`config.mk`:
```
export PLATFORM = sky130hd
export DESIGN_NAME = rsa_public_key_blob_parser_core
export DESIGN_NICKNAME = d
export VERILOG_FILES = /design/src/sv/rpkb_pkg.sv /design/src/sv/rpkb_regs.sv /design/src/sv/rsa_public_key_blob_parser_core.sv
export VERILOG_INCLUDE_DIRS = /design/src /design/src/sv
export SDC_FILE = /design/constraint.sdc
export NUM_CORES = 1
export LEC_CHECK = 0
export BUFFER_PORTS_ARGS = -buffer_cell sky130_fd_sc_hd__buf_2
export CORE_MARGIN = 8
export CORE_UTILIZATION = 53
export DETAILED_ROUTE_END_ITERATION = 7
export PLACE_DENSITY = 0.78
export SETUP_SLACK_MARGIN = 0.4
export SKIP_LAST_GASP = 1
export SYNTH_ARGS = -nofsm -noshare
export SYNTH_HDL_FRONTEND = slang
export SYNTH_SLANG_ARGS = --single-unit
export TNS_END_PERCENT = 10
```
`constraint.sdc`:
```
create_clock -name clk -period 4.75 [get_ports clk]
set_input_delay 0.475 -clock clk [delete_from_list [all_inputs] [get_ports clk]]
set_output_delay 0.475 -clock clk [all_outputs]
set_load 0.03 [all_outputs]
```
`src/sv/rsa_public_key_blob_parser_core_defines.svh`:
```
// Assertion macros shared by the key blob parser RTL.
// Included by files that carry concurrent checks; no other dependencies.
`ifndef RSA_PUBLIC_KEY_BLOB_PARSER_CORE_DEFINES_SVH
`define RSA_PUBLIC_KEY_BLOB_PARSER_CORE_DEFINES_SVH

// same-cycle implication, idle during reset
`define RPKB_ASSERT_IMP(name, clk, rst, ante, cons, msg) \
  name: assert property (@(posedge clk) disable iff (rst) (ante) |-> (cons)) \
    else $error(msg);

// next-cycle implication, idle during reset
`define RPKB_ASSERT_NXT(name, clk, rst, ante, cons, msg) \
  name: assert property (@(posedge clk) disable iff (rst) (ante) |=> (cons)) \
    else $error(msg);

`endif

```
`src/sv/rpkb_pkg.sv`:
```
// Types, codes and helpers for the key blob parser.
// No dependencies; imported by rpkb_regs and the top level.
`default_nettype none

package rpkb_pkg;

  localparam int unsigned PADDR_W = 4;

  // register indexes (paddr[3:2])
  localparam logic [1:0] REG_ENCODING = 2'd0;
  localparam logic [1:0] REG_KEY_TYPE = 2'd1;
  localparam logic [1:0] REG_EXTRA_OK = 2'd2;

  // roles
  localparam logic [3:0] ROLE_ENC    = 4'd0;
  localparam logic [3:0] ROLE_TYPE   = 4'd1;
  localparam logic [3:0] ROLE_KB_HI  = 4'd2;
  localparam logic [3:0] ROLE_KB_LO  = 4'd3;
  localparam logic [3:0] ROLE_ML_HI  = 4'd4;
  localparam logic [3:0] ROLE_ML_LO  = 4'd5;
  localparam logic [3:0] ROLE_MOD    = 4'd6;
  localparam logic [3:0] ROLE_EL_HI  = 4'd7;
  localparam logic [3:0] ROLE_EL_LO  = 4'd8;
  localparam logic [3:0] ROLE_EXP    = 4'd9;
  localparam logic [3:0] ROLE_EXTRA  = 4'd10;

  // status codes
  localparam logic [2:0] ST_OK        = 3'd0;
  localparam logic [2:0] ST_SHORT_HDR = 3'd1;
  localparam logic [2:0] ST_BAD_ENC   = 3'd2;
  localparam logic [2:0] ST_BAD_TYPE  = 3'd3;
  localparam logic [2:0] ST_SHORT_MOD = 3'd4;
  localparam logic [2:0] ST_SHORT_EXP = 3'd5;
  localparam logic [2:0] ST_EXTRA     = 3'd6;

  typedef enum logic [10:0] {
    PH_ENC   = 11'b000_0000_0001,
    PH_TYPE  = 11'b000_0000_0010,
    PH_KB_HI = 11'b000_0000_0100,
    PH_KB_LO = 11'b000_0000_1000,
    PH_ML_HI = 11'b000_0001_0000,
    PH_ML_LO = 11'b000_0010_0000,
    PH_MOD   = 11'b000_0100_0000,
    PH_EL_HI = 11'b000_1000_0000,
    PH_EL_LO = 11'b001_0000_0000,
    PH_EXP   = 11'b010_0000_0000,
    PH_EXTRA = 11'b100_0000_0000
  } phase_t;

  typedef struct packed {
    logic [7:0] expected_encoding;
    logic [7:0] expected_key_type;
    logic       extra_ok;
  } cfg_t;

  function automatic logic [3:0] phase_role(input phase_t ph);
    logic [3:0] r;
    case (ph)
      PH_ENC:   r = ROLE_ENC;
      PH_TYPE:  r = ROLE_TYPE;
      PH_KB_HI: r = ROLE_KB_HI;
      PH_KB_LO: r = ROLE_KB_LO;
      PH_ML_HI: r = ROLE_ML_HI;
      PH_ML_LO: r = ROLE_ML_LO;
      PH_MOD:   r = ROLE_MOD;
      PH_EL_HI: r = ROLE_EL_HI;
      PH_EL_LO: r = ROLE_EL_LO;
      PH_EXP:   r = ROLE_EXP;
      default:  r = ROLE_EXTRA;
    endcase
    return r;
  endfunction

endpackage

`default_nettype wire

```
`src/sv/rpkb_regs.sv`:
```
// APB register file for the key blob parser: encoding, key type, extra_ok.
// Depends on rpkb_pkg.
`default_nettype none

module rpkb_regs import rpkb_pkg::*; (
  input  wire logic               clk,
  input  wire logic               rst,
  input  wire logic               psel,
  input  wire logic               penable,
  input  wire logic               pwrite,
  input  wire logic [PADDR_W-1:0] paddr,
  input  wire logic [31:0]        pwdata,
  output logic      [31:0]        prdata,
  output logic                    pready,
  output cfg_t                    cfg
);

  logic       wr_en;
  logic [1:0] reg_idx;

  assign pready  = 1'b1;
  assign reg_idx = paddr[PADDR_W-1:2];
  assign wr_en   = psel & penable & pwrite & pready;

  always_ff @(posedge clk) begin
    if (rst) begin
      cfg <= '0;
    end else if (wr_en) begin
      case (reg_idx)
        REG_ENCODING: cfg.expected_encoding <= pwdata[7:0];
        REG_KEY_TYPE: cfg.expected_key_type <= pwdata[7:0];
        REG_EXTRA_OK: cfg.extra_ok          <= pwdata[0];
        default: ;
      endcase
    end
  end

  always_comb begin
    case (reg_idx)
      REG_ENCODING: prdata = {24'd0, cfg.expected_encoding};
      REG_KEY_TYPE: prdata = {24'd0, cfg.expected_key_type};
      REG_EXTRA_OK: prdata = {31'd0, cfg.extra_ok};
      default:      prdata = 32'd0;
    endcase
  end

endmodule

`default_nettype wire

```
`src/sv/rsa_public_key_blob_parser_core.sv`:
```
// Key blob parser: one byte word in, one tagged result word out, registered.
// Throughput: one word per cycle while the result register is free or being taken;
// the phase/length update is a single pass of logic between the accepted word and the result register.
// Reset (rst, synchronous, high): phase back to the encoding byte, lengths and
// flags cleared, configuration registers to zero, no result pending. No clearing pass.
`default_nettype none
`include "rsa_public_key_blob_parser_core_defines.svh"

module rsa_public_key_blob_parser_core import rpkb_pkg::*; (
  input  wire logic               clk,
  input  wire logic               rst,
  // APB configuration port
  input  wire logic               psel,
  input  wire logic               penable,
  input  wire logic               pwrite,
  input  wire logic [PADDR_W-1:0] paddr,
  input  wire logic [31:0]        pwdata,
  output logic      [31:0]        prdata,
  output logic                    pready,
  // byte stream in
  input  wire logic               item_valid,
  output logic                    item_ready,
  input  wire logic [7:0]         data_byte,
  input  wire logic               is_last,
  // tagged result out
  output logic                    result_valid,
  input  wire logic               result_ready,
  output logic      [3:0]         role,
  output logic      [7:0]         byte_value,
  output logic                    end_of_blob,
  output logic      [2:0]         status,
  output logic      [15:0]        key_bits,
  output logic      [15:0]        modulus_len,
  output logic      [15:0]        exponent_len
);

  cfg_t cfg;

  rpkb_regs u_regs (
    .clk     (clk),
    .rst     (rst),
    .psel    (psel),
    .penable (penable),
    .pwrite  (pwrite),
    .paddr   (paddr),
    .pwdata  (pwdata),
    .prdata  (prdata),
    .pready  (pready),
    .cfg     (cfg)
  );

  // Parse state. Lengths are zero until both of their bytes have been seen,
  // and everything is cleared after the last word of a blob.
  phase_t      phase,            phase_next;
  logic [15:0] bytes_left,       bytes_left_next;
  logic [15:0] key_bits_reg,     key_bits_reg_next;
  logic [15:0] modulus_len_reg,  modulus_len_reg_next;
  logic [15:0] exponent_len_reg, exponent_len_reg_next;
  logic [7:0]  high_byte_latch,  high_byte_latch_next;
  logic        encoding_bad,     encoding_bad_next;
  logic        type_bad,         type_bad_next;

  logic        accept;
  logic        exp_done;
  logic [15:0] bytes_left_dec;
  logic [15:0] len_word;
  logic [2:0]  status_calc;

  // Result register frees up as it is taken, so a word can enter every cycle while results are taken.
  assign item_ready     = ~result_valid | result_ready;
  assign accept         = item_valid & item_ready;
  assign bytes_left_dec = bytes_left - 16'd1;
  assign len_word       = {high_byte_latch, data_byte};

  always_comb begin
    phase_next            = phase;
    bytes_left_next       = bytes_left;
    key_bits_reg_next     = key_bits_reg;
    modulus_len_reg_next  = modulus_len_reg;
    exponent_len_reg_next = exponent_len_reg;
    high_byte_latch_next  = high_byte_latch;
    encoding_bad_next     = encoding_bad;
    type_bad_next         = type_bad;
    exp_done              = 1'b0;

    case (phase)
      PH_ENC: begin
        encoding_bad_next = (data_byte != cfg.expected_encoding);
        phase_next        = PH_TYPE;
      end
      PH_TYPE: begin
        type_bad_next = (data_byte != cfg.expected_key_type);
        phase_next    = PH_KB_HI;
      end
      PH_KB_HI: begin
        high_byte_latch_next = data_byte;
        phase_next           = PH_KB_LO;
      end
      PH_KB_LO: begin
        key_bits_reg_next = len_word;
        phase_next        = PH_ML_HI;
      end
      PH_ML_HI: begin
        high_byte_latch_next = data_byte;
        phase_next           = PH_ML_LO;
      end
      PH_ML_LO: begin
        modulus_len_reg_next = len_word;
        bytes_left_next      = len_word;
        // empty modulus skips straight to the exponent length
        phase_next           = (len_word == 16'd0) ? PH_EL_HI : PH_MOD;
      end
      PH_MOD: begin
        bytes_left_next = bytes_left_dec;
        phase_next      = (bytes_left_dec == 16'd0) ? PH_EL_HI : PH_MOD;
      end
      PH_EL_HI: begin
        high_byte_latch_next = data_byte;
        phase_next           = PH_EL_LO;
      end
      PH_EL_LO: begin
        exponent_len_reg_next = len_word;
        bytes_left_next       = len_word;
        exp_done              = (len_word == 16'd0);
        phase_next            = exp_done ? PH_EXTRA : PH_EXP;
      end
      PH_EXP: begin
        bytes_left_next = bytes_left_dec;
        exp_done        = (bytes_left_dec == 16'd0);
        phase_next      = exp_done ? PH_EXTRA : PH_EXP;
      end
      default: begin
        phase_next = PH_EXTRA;
      end
    endcase

    // Status in precedence order; flags and lengths as updated by this word.
    case (phase)
      PH_ENC, PH_TYPE, PH_KB_HI, PH_KB_LO, PH_ML_HI: status_calc = ST_SHORT_HDR;
      default: begin
        if (encoding_bad_next) begin
          status_calc = ST_BAD_ENC;
        end else if (type_bad_next) begin
          status_calc = ST_BAD_TYPE;
        end else if (phase == PH_ML_LO || phase == PH_MOD || phase == PH_EL_HI) begin
          // six or seven bytes land here too: exponent length missing
          status_calc = ST_SHORT_MOD;
        end else if (phase == PH_EL_LO || phase == PH_EXP) begin
          status_calc = exp_done ? ST_OK : ST_SHORT_EXP;
        end else begin
          status_calc = cfg.extra_ok ? ST_OK : ST_EXTRA;
        end
      end
    endcase
  end

  // state registers
  always_ff @(posedge clk) begin
    if (rst) begin
      phase            <= PH_ENC;
      bytes_left       <= '0;
      key_bits_reg     <= '0;
      modulus_len_reg  <= '0;
      exponent_len_reg <= '0;
      high_byte_latch  <= '0;
      encoding_bad     <= 1'b0;
      type_bad         <= 1'b0;
    end else if (accept) begin
      if (is_last) begin
        // blob closed: ready for the next one
        phase            <= PH_ENC;
        bytes_left       <= '0;
        key_bits_reg     <= '0;
        modulus_len_reg  <= '0;
        exponent_len_reg <= '0;
        high_byte_latch  <= '0;
        encoding_bad     <= 1'b0;
        type_bad         <= 1'b0;
      end else begin
        phase            <= phase_next;
        bytes_left       <= bytes_left_next;
        key_bits_reg     <= key_bits_reg_next;
        modulus_len_reg  <= modulus_len_reg_next;
        exponent_len_reg <= exponent_len_reg_next;
        high_byte_latch  <= high_byte_latch_next;
        encoding_bad     <= encoding_bad_next;
        type_bad         <= type_bad_next;
      end
    end
  end

  // result register: valid is control, the payload needs no reset
  always_ff @(posedge clk) begin
    if (rst) begin
      result_valid <= 1'b0;
    end else if (item_ready) begin
      result_valid <= item_valid;
    end
  end

  always_ff @(posedge clk) begin
    if (accept) begin
      role         <= phase_role(phase);
      byte_value   <= data_byte;
      end_of_blob  <= is_last;
      status       <= is_last ? status_calc : ST_OK;
      key_bits     <= is_last ? key_bits_reg_next : 16'd0;
      modulus_len  <= is_last ? modulus_len_reg_next : 16'd0;
      exponent_len <= is_last ? exponent_len_reg_next : 16'd0;
    end
  end

  // checks
  `RPKB_ASSERT_IMP(a_mod_count_live, clk, rst, phase == PH_MOD, bytes_left != 16'd0,
    "modulus phase with no bytes left")
  `RPKB_ASSERT_IMP(a_exp_count_live, clk, rst, phase == PH_EXP, bytes_left != 16'd0,
    "exponent phase with no bytes left")
  `RPKB_ASSERT_NXT(a_last_clears, clk, rst, accept && is_last,
    phase == PH_ENC && !encoding_bad && !type_bad && key_bits_reg == 16'd0,
    "blob state not cleared after last word")
  `RPKB_ASSERT_IMP(a_ok_needs_exp, clk, rst, result_valid && end_of_blob && status == ST_OK,
    role == ROLE_EL_LO || role == ROLE_EXP || role == ROLE_EXTRA,
    "ok status before exponent reached")
  `RPKB_ASSERT_IMP(a_mid_blob_quiet, clk, rst, result_valid && !end_of_blob,
    status == ST_OK && key_bits == 16'd0 && exponent_len == 16'd0,
    "status or lengths shown mid blob")

endmodule

`default_nettype wire
```
==> metrics.md, run 1 <==
| Metric | Value |
|---|---|
| Worst-Skew Late Latency | 440 ps |
| Post-synth ARST share | 0 |
| Rel. slew slack | 0.136 |
| Hpwl dp | 13700 um |
| FF-to-FF path depth | 5 |
| TritonRoute pass-1 iters | 7 |
| Worst reg2reg setup slack | 1330 ps |
| Die footprint | 19100 sq um |
| CTS buffer count | 17 |
| Hold Slack | 281 ps |
| Global route overflow | 0 |
| Core ar. | 14500 sq um |
| Initial antenna violation count | 0 |
| Critical R2R Launch | phase[9] |
| Max Fanout on Critical Path | 17 |
| Synth cell types | 62 |
| Fmax | 0.293 GHz |
| P&R area growth vs syn | 12.7% |
| Die width | 138 um |
| ANT nets after route | 0 |
| Crit-path max cell delay | ~1200 ps |
| Final Hold Viols | 0 |
| RePlAce Congestion | 0.895 |
| Root Driver | clkbuf_16 |
| Critical Path AT | ~3800 ps |
| Gr usage total | 0.216 |
| Iter 0 DRT Violations | 833 |
| Critical Path Start | phase[9] |
| Via count | 6626 |
| Clk buf depth | 2 |
| Endpoint class of the critical path | register |
| Routed WL per cell | 18.8 um |
| CTS tree | yes |
| Final Critical Period | 3420 ps |
| CTS sink cnt | about 170 |
| Period utilisation layout | 0.719 |
| CP Launch Type | register |
| Worst EP required | 5130 ps |
| RR Endpoint | key_bits_reg[12] |
| Initial core utilization | 0.544 |
| Synth Instances | 843 |
| PostCTS Resize Cnt | 0 |
| Worst setup path class | reg -> reg |
| Status | finished clean |
| Worst-Margin Slew | 1290 ps |
| Fin Clk Skew | 14.4 ps |
| Post-Syn Area | 7910 sq um |
| Clk pin slew, worst setup/hold paths | 60 ps |
| Max-cap violations | 0 |
| First-pass GRT wire length | roughly 34000 um |
| Setup TNS | 0 ps |
| Largest net degree at the start of global routing | 55 |
| Maximum VDD drop | 0.259 mV |
| Static leakage | 3.53 nW |
| RSZ-0062 raised after global routing | no |
| Endpoints failing setup | 0 |
| Cells along the critical path | nor4_1 -> nand3_1 -> nor2_1 -> a22oi_1 -> nor2_1 |
| Slowest library cell on the worst path | nor2_1 |
| Main synth FF type | dfxtp_1 |
| Drc violations | 0 |
| Io pins | 151 |
| Avg Cell Area, Syn | 9.38 sq um |
| Vias per cell | about 6.0 |
| Number of global-route vias before repair | about 6300 |
| Number of flops mapped to enable cells by yosys | 64 |
| Die H | 138 um |
| Slew Viols, Final | 0 |
| Crit path capture | key_bits_reg[12] |
| Sequential area share after synthesis | 0.504 |
| Yosys warnings | 0 |
| Diodes inserted | 0 |
| Site Rows | 44 |
| Total Routed Length | 20800 um |
| Hold_buf cts | 0 |
| Post-CTS setup buffers | 0 |
| Most frequent CP cell | nor2_1 |
| Fraction of layout cells with a size suffix above 1 | 0.165 |
| CTS H-tree depth | 4 |
| HP Class | in -> reg |
| Final net count | slightly below 1000 |
| Seq cells post-synth | 167 |
| Port Buffer Count | 99 |
| P per Cell Area | 356 nW/um^2 |
per-stage QoR:
| stage | setup WS (ps) | power (mW) | area, sq um | std cells | utilization |
|---|---|---|---|---|---|
| 2_1_floorplan | 514 | 1.79 | 8000 | 866 | - |
| 3_3_place_gp | 1540 | 1.86 | 8340 | 1074 | 0.574 |
| 3_5_place_dp | 1500 | 1.86 | 8340 | 1074 | 0.574 |
| 4_1_cts | 1430 | 3.19 | 8910 | 1106 | 0.613 |
| 5_1_grt | 1200 | 3.26 | 8910 | 1106 | 0.613 |
| 6_report | 1330 | 3.18 | 8910 | 1106 | 0.613 |
metal layers:
layer,GRT usage,vias to the layer above,wire length [um]
met1,0.277,3128,8620
met3,0.0541,46,1970
met5,0,-,0
met4,0.0887,0,569
li1,-,3118,-
met2,0.339,334,9610
critical path, delay by kind of cell (launching register included):
family,cells,cell delay (ps)
compound gates,1,190
flops,1,390
simple gates,4,2780
worst min-delay path by stage:
stage	from	to	slack, ps	cells past startpoint
2_1_floorplan	bytes_left[15]	bytes_left[15]	440	2
3_3_place_gp	bytes_left[15]	bytes_left[15]	450	2
3_5_place_dp	bytes_left[15]	bytes_left[15]	460	2
4_1_cts	item_valid	result_valid	270	3
5_1_grt	pwdata[6]	u_regs.cfg[7]	300	3
6_report	item_valid	result_valid	280	3
cells in the mapped netlist, types with 17 or more instances:
library cell    n  area, sq um
a22oi_1        63          473
mux2i_1        33          330
nand3_1        22          110
nor2b_1        18          113
a21oi_1        57          285
o21ai_0        17         85.1
edfxtp_1       64         1920
clkbuf_1       44          165
nor2_1        126          473
buf_4          27          203
nand2_1        96          360
xor2_1         21          184
dfxtp_1       103         2060
nor4_1         18          113
cell families (layout without fill, tap and decap cells):
family | after synthesis | after routing | synth area share
and+or+nand+nor | 347 | 347 | 0.212
AOI/OAI and AO/OA | 177 | 177 | 0.151
DFF | 167 | 167 | 0.504
buffers and inverters | 89 | 145 | 0.0584
muxes | 35 | 35 | 0.0446
xor gates and xnor gates | 24 | 24 | 0.0266
adders and majority gates | 2 | 2 | 0.00316
other | 2 | 25 | 0.000950
cells in the final DEF, fill, tap and decap left out, types with 4 or more instances in the layout:
cell	count
nor2_1	126
dfxtp_1	103
buf_2	99
nand2_1	96
edfxtp_1	64
a22oi_1	63
a21oi_1	57
mux2i_1	33
conb_1	25
nand3_1	22
xor2_1	21
nor4_1	18
nor2b_1	18
o21ai_0	17
clkbuf_16	17
nand2b_1	11
nor3_1	8
nand3b_1	8
a221o_1	8
buf_4	8
and3_1	6
a31oi_1	5
inv_1	4
or3_1	4
nand4_1	4
nor3b_1	4
o211ai_1	4
final cells by class:
cell class                      instances  area [sq um]
Clock inverter                         13           120
Inverter                                6          22.5
Clock buffer                           19           453
Sequential cell                       167          3980
Timing Repair Buffer                  107           556
Multi-Input combinational cell        610          3550
Tap cell                              184           230
Fill cell                            1267          5620
power breakdown:
part | leakage [nW] | switching [mW] | internal [mW]
logic | 1.77 | 0.228 | 0.0683
registers | 1.47 | 0.0139 | 1.52
clock network | 0.283 | 0.593 | 0.754
total | 3.53 | 0.834 | 2.34
Power figures use the tool's default switching activity.
==> run 2, diff against run 1 <==
--- a/config.mk
+++ b/config.mk
@@ -8,9 +8,9 @@
 export LEC_CHECK = 0
 export BUFFER_PORTS_ARGS = -buffer_cell sky130_fd_sc_hd__buf_2
 export CORE_MARGIN = 8
-export CORE_UTILIZATION = 53
+export CORE_UTILIZATION = 50
 export DETAILED_ROUTE_END_ITERATION = 7
-export PLACE_DENSITY = 0.78
+export PLACE_DENSITY = 0.77
 export SETUP_SLACK_MARGIN = 0.4
 export SKIP_LAST_GASP = 1
 export SYNTH_ARGS = -nofsm -noshare
==> constraint.sdc (replaced) <==
create_clock -name clk -period 3.05 [get_ports clk]
set_input_delay 0.305 -clock clk [delete_from_list [all_inputs] [get_ports clk]]
set_output_delay 0.305 -clock clk [all_outputs]
set_load 0.03 [all_outputs]
==> metrics.md, run 2 (synthesis results as in run 1) <==
| Metric | Value |
|---|---|
| Status | finished clean |
| Port Buffer Count | 99 |
| Clk pin slew, worst setup/hold paths | about 60 ps |
| Hpwl dp | around 14000 um |
| Hold_buf cts | 0 |
| Commonest non-fill, non-tap cells in the layout | nor2_1, dfxtp_1, buf_2 |
| Hold path depth | 3 |
| Slowest library cell on the worst path | or4_4 |
| Drc violations | 0 |
| Critical Path AT | 2960 ps |
| Iter 0 DRT Violations | 793 |
| Global route overflow | 0 |
| TritonRoute pass-1 iters | 6 |
| Slew Viols, Final | 0 |
| Routed WL per cell | 18.4 um |
| Fraction of layout cells with a size suffix above 1 | 0.183 |
| Endpoints failing setup | 0 |
| P&R area growth vs syn | 15.6% |
| Initial antenna violation count | 0 |
| Diodes inserted | 0 |
| Max-cap violations | 0 |
| RSZ-0062 raised after global routing | yes |
| Worst-Skew Late Latency | 440 ps |
| Die H | between 100 and 150 um |
| ANT nets after route | 0 |
| FF-to-FF path depth | 6 |
| CP Launch Type | register |
| Final net count | ~1000 |
| Endpoint class of the critical path | register |
| Fin Clk Skew | 8.61 ps |
| Max Fanout on Critical Path | 21 |
| Via count | approximately 6600 |
| Post-CTS setup buffers | 0 |
| Rel. slew slack | 0.502 |
| Worst setup path class | reg -> reg |
| Maximum VDD drop | around 0.41 mV |
| Vias per cell | 5.68 |
| Die width | 142 um |
| HP Class | in -> reg |
| Total Routed Length | 21400 um |
| Clk buf depth | 2 |
| Setup TNS | 0 ps |
| Cells along the critical path | or3_1 -> or4_4 -> nand2_2 -> o32ai_4 -> a31o_1 -> a221o_1 |
| Die footprint | 20100 sq um |
| Final non-filler cell total | 1160 |
| Commonest non-fill, non-tap cell in the layout | nor2_1 |
| Layout Utilization | 0.584 |
| Site Rows | 46 |
| Static leakage | 3.62 nW |
| RePlAce Congestion | 0.922 |
| Final Critical Period | 2640 ps |
| Largest net degree at the start of global routing | 51 |
| Number of global-route vias before repair | 6250 |
| Fmax | 0.379 GHz |
| Core ar. | 15700 sq um |
| P per Cell Area | 549 nW/um^2 |
| Worst-Margin Slew | 739 ps |
| Io pins | 151 |
| Final Hold Viols | 0 |
| Crit-path max cell delay | ~750 ps |
| CTS buffer count | 17 |
| Gr usage total | 0.215 |
| CTS H-tree depth | 4 |
| Total power | 5.02 mW |
| Root Driver | clkbuf_16 |
| CTS sink cnt | about 170 |
| First-pass GRT wire length | 34000 um |
| Worst EP required | ~3400 ps |
| Placed insts | between 1000 and 1500 |
| Period utilisation layout | 0.865 |
| Worst reg2reg setup slack | roughly 410 ps |
| Initial core utilization | 0.505 |
| PostCTS Resize Cnt | 1 |
| CTS tree | yes |
## run 2: report_power, final
group,switching (mW),internal (mW)
logic,0.361,0.120
clock network,0.916,1.23
registers,0.0211,2.37
total,1.30,3.72
## run 2: worst max-delay path, delay by kind of cell, from the launching register on
family	cells	cell delay [ps]
AO/OA/AOI/OAI	3	700
flip-flops	1	410
AND/OR/NAND/NOR	3	1400
## run 2: final cells by class
| type | count | area [sq um] |
|---|---|---|
| Fill cell | 1385 | 6520 |
| Tap cell | 216 | 270 |
| Inverter | 6 | 22.5 |
| Multi-Input combinational cell | 610 | 3550 |
| Timing Repair Buffer | 129 | 721 |
| Clock inverter | 13 | 145 |
| Clock buffer | 19 | 443 |
| Sequential cell | 167 | 3980 |
## run 2: worst paths after layout
| path | endpoint | start |
|---|---|---|
| min reg2reg | bytes_left[15] | bytes_left[15] |
| max reg2reg | bytes_left[11] | phase[4] |
| min | result_valid | item_valid |
| max | bytes_left[11] | phase[4] |
## run 2: routing by layer
metal  vias up  routed length, um  track usage
met5         -                  0            0
met1      3107               8990        0.276
met4         0                522       0.0780
li1       3151                  -            -
met2       289               9940        0.340
met3        37               1910       0.0591
## run 2: metrics by stage
step	hold WS (ps)	worst slack (ps)	area, sq um
3_3_place_gp	454	472	8550
4_1_cts	107	412	9140
2_1_floorplan	404	531	8000
3_5_place_dp	473	369	8550
5_1_grt	133	310	9140
6_report	118	410	9140
